### src/rtl/pfe_pkg.sv
// shared constants, codes and port structs of the postfix evaluator
`timescale 1ns / 1ps
package pfe_pkg;

	localparam int STACK_DEPTH = 16;
	localparam int STACK_AW    = (STACK_DEPTH > 1) ? $clog2(STACK_DEPTH) : 1;
	localparam int CNT_W       = $clog2(STACK_DEPTH + 1);
	localparam int DATA_W      = 32;
	localparam int NUM_VARS    = 8;
	localparam int VAR_IDX_W   = $clog2(NUM_VARS);
	localparam int CFG_IDX_W   = 4;
	localparam int SYM_W       = 8;
	localparam int ERR_W       = 3;
	localparam int DIV_CNT_W   = $clog2(DATA_W);
	localparam int OUT_W       = ((DATA_W + ERR_W + 7) / 8) * 8;

	localparam logic [SYM_W-1:0] SYM_ADD       = 8'h2B;
	localparam logic [SYM_W-1:0] SYM_SUB       = 8'h2D;
	localparam logic [SYM_W-1:0] SYM_MUL       = 8'h2A;
	localparam logic [SYM_W-1:0] SYM_DIV       = 8'h2F;
	localparam logic [SYM_W-1:0] SYM_VAR_FIRST = 8'h41;
	localparam logic [SYM_W-1:0] SYM_VAR_LAST  = 8'h48;

	typedef enum logic [ERR_W-1:0] {
		ERR_NONE,
		ERR_UNDERFLOW,
		ERR_OVERFLOW,
		ERR_DIVZERO,
		ERR_UNKNOWN,
		ERR_LEFTOVER
	} err_t;

	typedef enum logic [1:0] {
		ST_IDLE,
		ST_READ,
		ST_DIV,
		ST_FINISH
	} state_t;

	typedef struct packed {
		logic                en;
		logic [STACK_AW-1:0] addr;
		logic [DATA_W-1:0]   data;
	} ram_wr_t;

	typedef struct packed {
		logic                en;
		logic [STACK_AW-1:0] addr;
	} ram_rd_t;

	typedef struct packed {
		logic              start;
		logic [DATA_W-1:0] dividend;
		logic [DATA_W-1:0] divisor;
	} div_req_t;

	typedef struct packed {
		logic              done;
		logic [DATA_W-1:0] quotient;
	} div_rsp_t;

endpackage

### src/rtl/pfe_stack_ram.sv
// operand stack memory, one write and one registered read port
`timescale 1ns / 1ps
module pfe_stack_ram import pfe_pkg::*; (
	input  logic              clk,
	input  ram_wr_t           wr,
	input  ram_rd_t           rd,
	output logic [DATA_W-1:0] rdata
);

	logic [DATA_W-1:0] mem [STACK_DEPTH];

	always_ff @(posedge clk) begin
		if (wr.en) begin
			mem[wr.addr] <= wr.data;
		end
	end

	always_ff @(posedge clk) begin
		if (rd.en) begin
			rdata <= mem[rd.addr];
		end
	end

endmodule

### src/rtl/pfe_div.sv
// iterative signed divider, one quotient bit per cycle, truncating
`timescale 1ns / 1ps
module pfe_div import pfe_pkg::*; (
	input  logic     clk,
	input  logic     arst_n,
	input  div_req_t req,
	output div_rsp_t rsp
);

	logic                 busy_q;
	logic                 done_q;
	logic [DIV_CNT_W-1:0] cnt_q;
	logic                 neg_q;
	logic [DATA_W-1:0]    rem_q;
	logic [DATA_W-1:0]    quo_q;
	logic [DATA_W-1:0]    div_q;
	logic [DATA_W-1:0]    mag_l;
	logic [DATA_W-1:0]    mag_r;
	logic [DATA_W:0]      rem_sh;
	logic [DATA_W:0]      diff;

	assign mag_l  = req.dividend[DATA_W-1] ? (DATA_W'(0) - req.dividend) : req.dividend;
	assign mag_r  = req.divisor[DATA_W-1] ? (DATA_W'(0) - req.divisor) : req.divisor;
	assign rem_sh = {rem_q, quo_q[DATA_W-1]};
	assign diff   = rem_sh - {1'b0, div_q};

	always_ff @(posedge clk or negedge arst_n) begin
		if (!arst_n) begin
			busy_q <= 1'b0;
			done_q <= 1'b0;
			cnt_q  <= '0;
		end else begin
			done_q <= 1'b0;
			if (req.start) begin
				busy_q <= 1'b1;
				cnt_q  <= DIV_CNT_W'(DATA_W - 1);
			end else if (busy_q) begin
				if (cnt_q == '0) begin
					busy_q <= 1'b0;
					done_q <= 1'b1;
				end else begin
					cnt_q <= cnt_q - DIV_CNT_W'(1);
				end
			end
		end
	end

	always_ff @(posedge clk) begin
		if (req.start) begin
			rem_q <= '0;
			quo_q <= mag_l;
			div_q <= mag_r;
			neg_q <= req.dividend[DATA_W-1] ^ req.divisor[DATA_W-1];
		end else if (busy_q) begin
			// restoring step: keep the difference when it did not borrow
			if (!diff[DATA_W]) begin
				rem_q <= diff[DATA_W-1:0];
				quo_q <= {quo_q[DATA_W-2:0], 1'b1};
			end else begin
				rem_q <= rem_sh[DATA_W-1:0];
				quo_q <= {quo_q[DATA_W-2:0], 1'b0};
			end
		end
	end

	assign rsp.done     = done_q;
	assign rsp.quotient = neg_q ? (DATA_W'(0) - quo_q) : quo_q;

endmodule

### src/rtl/postfix_expression_evaluator.sv
// postfix evaluator: one symbol per request, stack top in a register, rest in memory
// order: variable push loads tos; add/sub/mul read stack memory, then alu writes tos;
// divide reads, runs the 32 divider steps, writes back; the last symbol then loads the
// result register in the finish state. one symbol in flight at a time.
// reset clears the control state, the stack count, the error and variables A to H;
// the stack memory is not cleared
`timescale 1ns / 1ps
module postfix_expression_evaluator import pfe_pkg::*; (
	input  logic                 clk,
	input  logic                 arst_n,
	input  logic                 s_tvalid,
	output logic                 s_tready,
	input  logic [SYM_W-1:0]     s_tdata,   // symbol
	input  logic                 s_tlast,   // last_symbol
	output logic                 m_tvalid,
	input  logic                 m_tready,
	output logic [OUT_W-1:0]     m_tdata,   // value [31:0], error_code [34:32], zero fill
	input  logic                 cfg_valid,
	output logic                 cfg_ready,
	input  logic [CFG_IDX_W-1:0] cfg_index,
	input  logic [DATA_W-1:0]    cfg_data
);

	state_t               state_q, state_d;
	err_t                 err_q, err_d;
	logic [CNT_W-1:0]     count_q;
	logic [DATA_W-1:0]    tos_q;
	logic [SYM_W-1:0]     sym_q;
	logic                 last_q;
	logic [DATA_W-1:0]    vars_q [NUM_VARS];
	logic                 m_valid_q;
	logic [DATA_W-1:0]    out_value_q;
	err_t                 out_err_q;

	logic                 s_accept;
	logic                 out_free;
	logic                 in_is_var;
	logic                 in_is_op;
	logic                 stack_full;
	logic                 stack_few;
	logic [SYM_W-1:0]     var_off;
	logic [CNT_W-1:0]     cnt_m1;
	logic [CNT_W-1:0]     cnt_m2;
	logic [DATA_W-1:0]    left_op;
	logic [DATA_W-1:0]    prod;
	logic [DATA_W-1:0]    alu_res;
	logic [DATA_W-1:0]    fin_value;
	err_t                 fin_err;

	logic                 push, rd_req, err_set, alu_wr, div_start, div_wr, finish;

	ram_wr_t              ram_wr;
	ram_rd_t              ram_rd;
	div_req_t             div_req;
	div_rsp_t             div_rsp;

	assign s_accept   = s_tvalid && s_tready;
	assign out_free   = !m_valid_q || m_tready;
	assign in_is_var  = s_tdata inside {[SYM_VAR_FIRST:SYM_VAR_LAST]};
	assign in_is_op   = s_tdata inside {SYM_ADD, SYM_SUB, SYM_MUL, SYM_DIV};
	assign stack_full = (count_q == CNT_W'(STACK_DEPTH));
	assign stack_few  = (count_q < CNT_W'(2));
	assign var_off    = s_tdata - SYM_VAR_FIRST;
	assign cnt_m1     = count_q - CNT_W'(1);
	assign cnt_m2     = count_q - CNT_W'(2);

	// next state
	always_comb begin
		state_d = state_q;
		case (state_q)
			ST_IDLE: begin
				if (s_accept) begin
					if (err_q == ERR_NONE && in_is_op && !stack_few) begin
						state_d = ST_READ;
					end else if (s_tlast) begin
						state_d = ST_FINISH;
					end
				end
			end
			ST_READ: begin
				if (sym_q == SYM_DIV && tos_q != '0) begin
					state_d = ST_DIV;
				end else begin
					state_d = last_q ? ST_FINISH : ST_IDLE;
				end
			end
			ST_DIV: begin
				if (div_rsp.done) begin
					state_d = last_q ? ST_FINISH : ST_IDLE;
				end
			end
			ST_FINISH: begin
				if (out_free) begin
					state_d = ST_IDLE;
				end
			end
			default: state_d = ST_IDLE;
		endcase
	end

	// control outputs
	always_comb begin
		s_tready  = 1'b0;
		push      = 1'b0;
		rd_req    = 1'b0;
		err_set   = 1'b0;
		err_d     = ERR_NONE;
		alu_wr    = 1'b0;
		div_start = 1'b0;
		div_wr    = 1'b0;
		finish    = 1'b0;
		case (state_q)
			ST_IDLE: begin
				s_tready = 1'b1;
				// symbols after the first error are dropped until the last one
				if (s_accept && err_q == ERR_NONE) begin
					if (in_is_var) begin
						if (stack_full) begin
							err_set = 1'b1;
							err_d   = ERR_OVERFLOW;
						end else begin
							push = 1'b1;
						end
					end else if (in_is_op) begin
						if (stack_few) begin
							err_set = 1'b1;
							err_d   = ERR_UNDERFLOW;
						end else begin
							rd_req = 1'b1;
						end
					end else begin
						err_set = 1'b1;
						err_d   = ERR_UNKNOWN;
					end
				end
			end
			ST_READ: begin
				if (sym_q == SYM_DIV) begin
					if (tos_q == '0) begin
						err_set = 1'b1;
						err_d   = ERR_DIVZERO;
					end else begin
						div_start = 1'b1;
					end
				end else begin
					alu_wr = 1'b1;
				end
			end
			ST_DIV: begin
				div_wr = div_rsp.done;
			end
			ST_FINISH: begin
				finish = out_free;
			end
			default: ;
		endcase
	end

	// the top of stack lives in tos_q, the entries below it in memory
	assign ram_wr.en   = push && (count_q != '0);
	assign ram_wr.addr = cnt_m1[STACK_AW-1:0];
	assign ram_wr.data = tos_q;
	assign ram_rd.en   = rd_req;
	assign ram_rd.addr = cnt_m2[STACK_AW-1:0];

	pfe_stack_ram u_ram (
		.clk   (clk),
		.wr    (ram_wr),
		.rd    (ram_rd),
		.rdata (left_op)
	);

	assign div_req.start    = div_start;
	assign div_req.dividend = left_op;
	assign div_req.divisor  = tos_q;

	pfe_div u_div (
		.clk    (clk),
		.arst_n (arst_n),
		.req    (div_req),
		.rsp    (div_rsp)
	);

	assign prod = left_op * tos_q;

	always_comb begin
		case (sym_q)
			SYM_SUB: alu_res = left_op - tos_q;
			SYM_MUL: alu_res = prod;
			default: alu_res = left_op + tos_q;
		endcase
	end

	always_comb begin
		fin_value = '0;
		fin_err   = err_q;
		if (err_q == ERR_NONE) begin
			if (count_q == CNT_W'(1)) begin
				fin_value = tos_q;
			end else if (count_q == '0) begin
				fin_err = ERR_UNDERFLOW;
			end else begin
				fin_err = ERR_LEFTOVER;
			end
		end
	end

	always_ff @(posedge clk or negedge arst_n) begin
		if (!arst_n) begin
			state_q   <= ST_IDLE;
			err_q     <= ERR_NONE;
			count_q   <= '0;
			m_valid_q <= 1'b0;
		end else begin
			state_q <= state_d;
			if (finish) begin
				err_q <= ERR_NONE;
			end else if (err_set) begin
				err_q <= err_d;
			end
			if (finish) begin
				count_q <= '0;
			end else if (push) begin
				count_q <= count_q + CNT_W'(1);
			end else if (alu_wr || div_wr) begin
				count_q <= cnt_m1;
			end
			if (finish) begin
				m_valid_q <= 1'b1;
			end else if (m_tready) begin
				m_valid_q <= 1'b0;
			end
		end
	end

	always_ff @(posedge clk or negedge arst_n) begin
		if (!arst_n) begin
			for (int i = 0; i < NUM_VARS; i++) begin
				vars_q[i] <= '0;
			end
		end else if (cfg_valid && cfg_ready && cfg_index < CFG_IDX_W'(NUM_VARS)) begin
			vars_q[cfg_index[VAR_IDX_W-1:0]] <= cfg_data;
		end
	end

	always_ff @(posedge clk) begin
		if (s_accept) begin
			sym_q  <= s_tdata;
			last_q <= s_tlast;
		end
		if (push) begin
			tos_q <= vars_q[var_off[VAR_IDX_W-1:0]];
		end else if (alu_wr) begin
			tos_q <= alu_res;
		end else if (div_wr) begin
			tos_q <= div_rsp.quotient;
		end
		if (finish) begin
			out_value_q <= fin_value;
			out_err_q   <= fin_err;
		end
	end

	assign cfg_ready = 1'b1;
	assign m_tvalid  = m_valid_q;
	assign m_tdata   = {(OUT_W - DATA_W - ERR_W)'(0), out_err_q, out_value_q};

	a_count_bound: assert property (@(posedge clk) disable iff (!arst_n)
		count_q <= CNT_W'(STACK_DEPTH))
		else $error("stack count beyond depth");

	a_sticky_no_push: assert property (@(posedge clk) disable iff (!arst_n)
		(err_q != ERR_NONE) |-> (!push && !rd_req && !div_start))
		else $error("stack touched after an error");

	a_ram_one_port: assert property (@(posedge clk) disable iff (!arst_n)
		!(ram_wr.en && ram_rd.en))
		else $error("stack read and write in one cycle");

	a_finish_clears: assert property (@(posedge clk) disable iff (!arst_n)
		finish |=> (count_q == '0 && err_q == ERR_NONE && m_valid_q))
		else $error("end of expression did not clear the stack");

endmodule
### config.mk
export PLATFORM = sky130hd
export DESIGN_NAME = postfix_expression_evaluator
export DESIGN_NICKNAME = d
export VERILOG_FILES = /design/src/rtl/pfe_pkg.sv /design/src/rtl/pfe_stack_ram.sv /design/src/rtl/pfe_div.sv /design/src/rtl/postfix_expression_evaluator.sv
export SDC_FILE = /design/constraint.sdc
export NUM_CORES = 2
export LEC_CHECK = 0
export ABC_AREA = 1
export BUFFER_PORTS_ARGS = -buffer_cell sky130_fd_sc_hd__buf_4
export CAP_MARGIN = 20
export CORE_MARGIN = 1
export CORE_UTILIZATION = 25
export DETAILED_ROUTE_END_ITERATION = 16
export PLACE_DENSITY = 0.48
export SETUP_SLACK_MARGIN = 0.4
export SLEW_MARGIN = 20
export SYNTH_ARGS = -nofsm -noshare
export SYNTH_HDL_FRONTEND = slang
export SYNTH_SLANG_ARGS = --single-unit
export TNS_END_PERCENT = 100
### constraint.sdc
create_clock -name clk -period 9.2 [get_ports clk]
set_input_delay 1.84 -clock clk [delete_from_list [all_inputs] [get_ports clk]]
set_output_delay 1.84 -clock clk [all_outputs]
set_load 0.01 [all_outputs]
==> flow_summary.yaml <==
sta:
  slew_headroom_pct: 20.3
  final.min_clock_period_ns: 7.94
  fin_skew_ns: 0.0787
  final.period_utilization_pct: 86.3
  final_hold_viol_count: 0
  finalWorstSetupSlack_ns: 1.26
  tightest_slew_ns: 1.19
  setup_tns_ns: 0
  max_freq_mhz: 126
  setup_viol: 0
  final_max_slew_viol_count: 0
  rsz0062_at_grt: "false"
final_layout:
  layout.nets: 7816
  multi_input_area_sq_um: 30100
  nFillCells: 26935
  drive_gt1_share_pct: 6.99
  final_cells: 10607
  fin_util_pct: 28.5
  regArea_sq_um: 28100
  syn2layout_area_growth_pct: 13.2
placement:
  post-dp-hpwl_um: 155000
  post-place-cells: 10404
  place_congestion: 0.916
  place_ws_ns: 1.28
  io_buffer_count: 86
detailed_routing:
  drt-pass1-iter-count: 6
  drtIter0Drc: 4749
  wirelength_um: 228000
  antenna_left: 0
  route.vias.total: 50552
  drc: 0
  post_drt_wl_per_cell_um: 21.5
  via_per_inst: 4.77
critical_path:
  critPathBufInv: 5
  crit_chain: "buf_4, nand2_1, fa_1, inv_1, fa_1, fa_1, fa_1, inv_1, fa_1, inv_1, fa_1, fa_1, fa_1, ha_1, a21oi_1, o21bai_1, a21oi_1, o211ai_1, nor2_1, inv_1, nand2_1, nand3_1, nand2_1, nand2_1"
  reg2reg_from: "tos_q[19]$_DFFE_PP_"
  critPathMaxStageDelay_ns: 0.93
  crit_top_cell: "fa_1"
  cp_data_arrival_time_ns: 8.43
  start_kind: "flop"
  crit_type: "flop to flop"
  crit_start: "tos_q[19]$_DFFE_PP_"
  required_ns: 9.69
  crit_path_end_kind: "flop"
  r2r_cells: 24
  path_max_fanout: 26
  cp_slowest_cell: "edfxtp_1"
  path_delay_family: "adder cells"
  critical_path_cell_count: 24
yosys:
  synth_common_cells: "nand2_1 (1564), inv_1 (1152), o21ai_0 (809)"
  dominantRegCellSynth: "edfxtp_1"
  ys_warn_count: 0
  syn_area_per_cell_sq_um: 8.90
  synth.top_cell.area_share_pct: 32.2
  async_flop_share_pct: 27.6
  synth_area_leader_cell: "edfxtp_1"
  synth_edf_count: 685
  synth_area_leaders: "edfxtp_1 (32%), fa_1 (13%), dfrtp_1 (11%), nand2_1 (9.2%), inv_1 (6.8%)"
  synth.distinct_cells: 66
  ys_ff_latch: 991
  ys_seq_area_share_pct: 43.9
  syn_area_sq_um: 64000
  synth.most_common_cell: "nand2_1"
  netlist_instances: 7191
clock_network:
  root_buffer: "clkbuf_16"
  cts_buffer_depth: 3
  cts_tree: "yes"
  cts_buffers: 108
  clk_pin_slew_ns: 0.06
  insertion_delay_ns: 0.79
  cts-resized-gates: 0
  cts_setup_buffers: 0
  hold_buffers: 0
  htree_levels: 3
  cts_sinks: 991
global_routing:
  grt_usage_pct: 17.5
  first_global_vias: 49991
  grt_max_degree: 180
  antenna_found_initial: 14
  grt_pass1_wl_um: 337000
  gr-total-overflow: 0
floorplan:
  start_util_pct: 25.2
  dieHeight_um: 508
  die_w_um: 508
  rows: 185
  io-pin-count: 93
  dieArea_sq_um: 258000
  coreArea_sq_um: 254000
hold_path:
  hold_path_depth: 2
  hp-class: "flop to flop"
  worstHoldStart: "u_div.rem_q[13]$_SDFFE_PP0P_"
run:
  drv_cap: 0
run_status:
  outcome: "complete, no violations"
cell families (layout without fill, tap and decap cells):
group	Yosys count	in the layout	synth area share, %
AO/OA/AOI/OAI	1359	1359	12.0
adder cells (fa/ha/maj)	616	616	16.9
AND/OR/NAND/NOR	2525	2525	16.1
other	2	7	0.0117
flip-flops	991	991	43.9
XOR/XNOR	128	128	1.75
buffers and inverters	1570	1615	9.37
per-stage QoR:
stage | instance area (sq um) | hold WS (ns)
after detailed placement | 68700 | 0.466
after global routing | 72400 | 0.490
after global placement | 68700 | 0.463
final | 72400 | 0.474
after floorplan | 64000 | 0.448
after CTS | 72400 | 0.478
cell type report:
class	count	area share, %
Antenna cell	1	0.00345
Clock buffer	135	4.04
Clock inverter	65	0.981
Inverter	1166	6.05
Multi-Input combinational cell	4634	41.6
Sequential cell	991	38.8
Tap cell	3366	5.81
Timing Repair Buffer	249	2.76
flip-flops by register name, summed over array words and instances, names as in the netlist, 2 cells and up:
signal	count
u_ram.mem	512
vars_q	256
out_value_q	32
tos_q	32
u_div.div_q	32
u_div.quo_q	32
u_div.rem_q	32
u_ram.rdata	32
sym_q	8
count_q	5
u_div.cnt_q	5
err_q	3
out_err_q	3
state_q	2
worst register-to-register path, delay by kind of cell (launching register included):
family	cells	cell delay [ns]
buffers and inverters	5	0.75
AO/OA/AOI/OAI	4	0.87
adder cells (fa/ha/maj)	9	4.53
flip-flops	1	0.93
AND/OR/NAND/NOR	6	0.62
per-layer routing:
metal / share of wire [%] / track usage (%) / wire [um]
met5: 0.036 / 0 / 83
met4: 2.6 / 4.73 / 5900
met3: 6.5 / 2.34 / 14800
met2: 45 / 27.9 / 103000
met1: 46 / 24.9 / 104000
cells in the final DEF (no fill, tap or decap), types with 11 or more instances in the layout:
master,n
edfxtp_1,685
a221oi_1,12
xnor2_1,36
o211ai_1,38
xor2_1,91
o21ai_0,809
nor4_1,14
nor2_1,498
nor2_4,22
buf_4,238
clkinv_1,24
nor3_1,39
clkbuf_16,110
a21o_1,14
o21bai_1,20
inv_1,1148
clkbuf_1,17
nand4_1,58
fa_1,410
nand2_1,1558
a31oi_1,22
ha_1,205
inv_2,11
clkinv_2,18
bufinv_16,11
dfxtp_1,32
o22ai_1,31
dfrtp_1,272
o221ai_1,103
nand3_1,274
a21oi_1,246
nand3b_1,14
final timing paths:
| path | to | slack [ns] |
|---|---|---|
| worst max-delay path | tos_q[31]$_DFFE_PP_ | 1.26 |
| worst min-delay path | u_div.rem_q[13]$_SDFFE_PP0P_ | 0.47 |
| worst max register to register | tos_q[31]$_DFFE_PP_ | 1.26 |
| worst min register to register | u_div.rem_q[13]$_SDFFE_PP0P_ | 0.47 |
| max in group asynchronous | count_q[1]$_DFFE_PN0P_ | 6.70 |
| min in group asynchronous | vars_q[141]$_DFFE_PN0P_ | 1.09 |
Power is left out: the tool's default activity adds up to more than one toggle a clock period on the data nets, which glitch-free logic cannot reach.
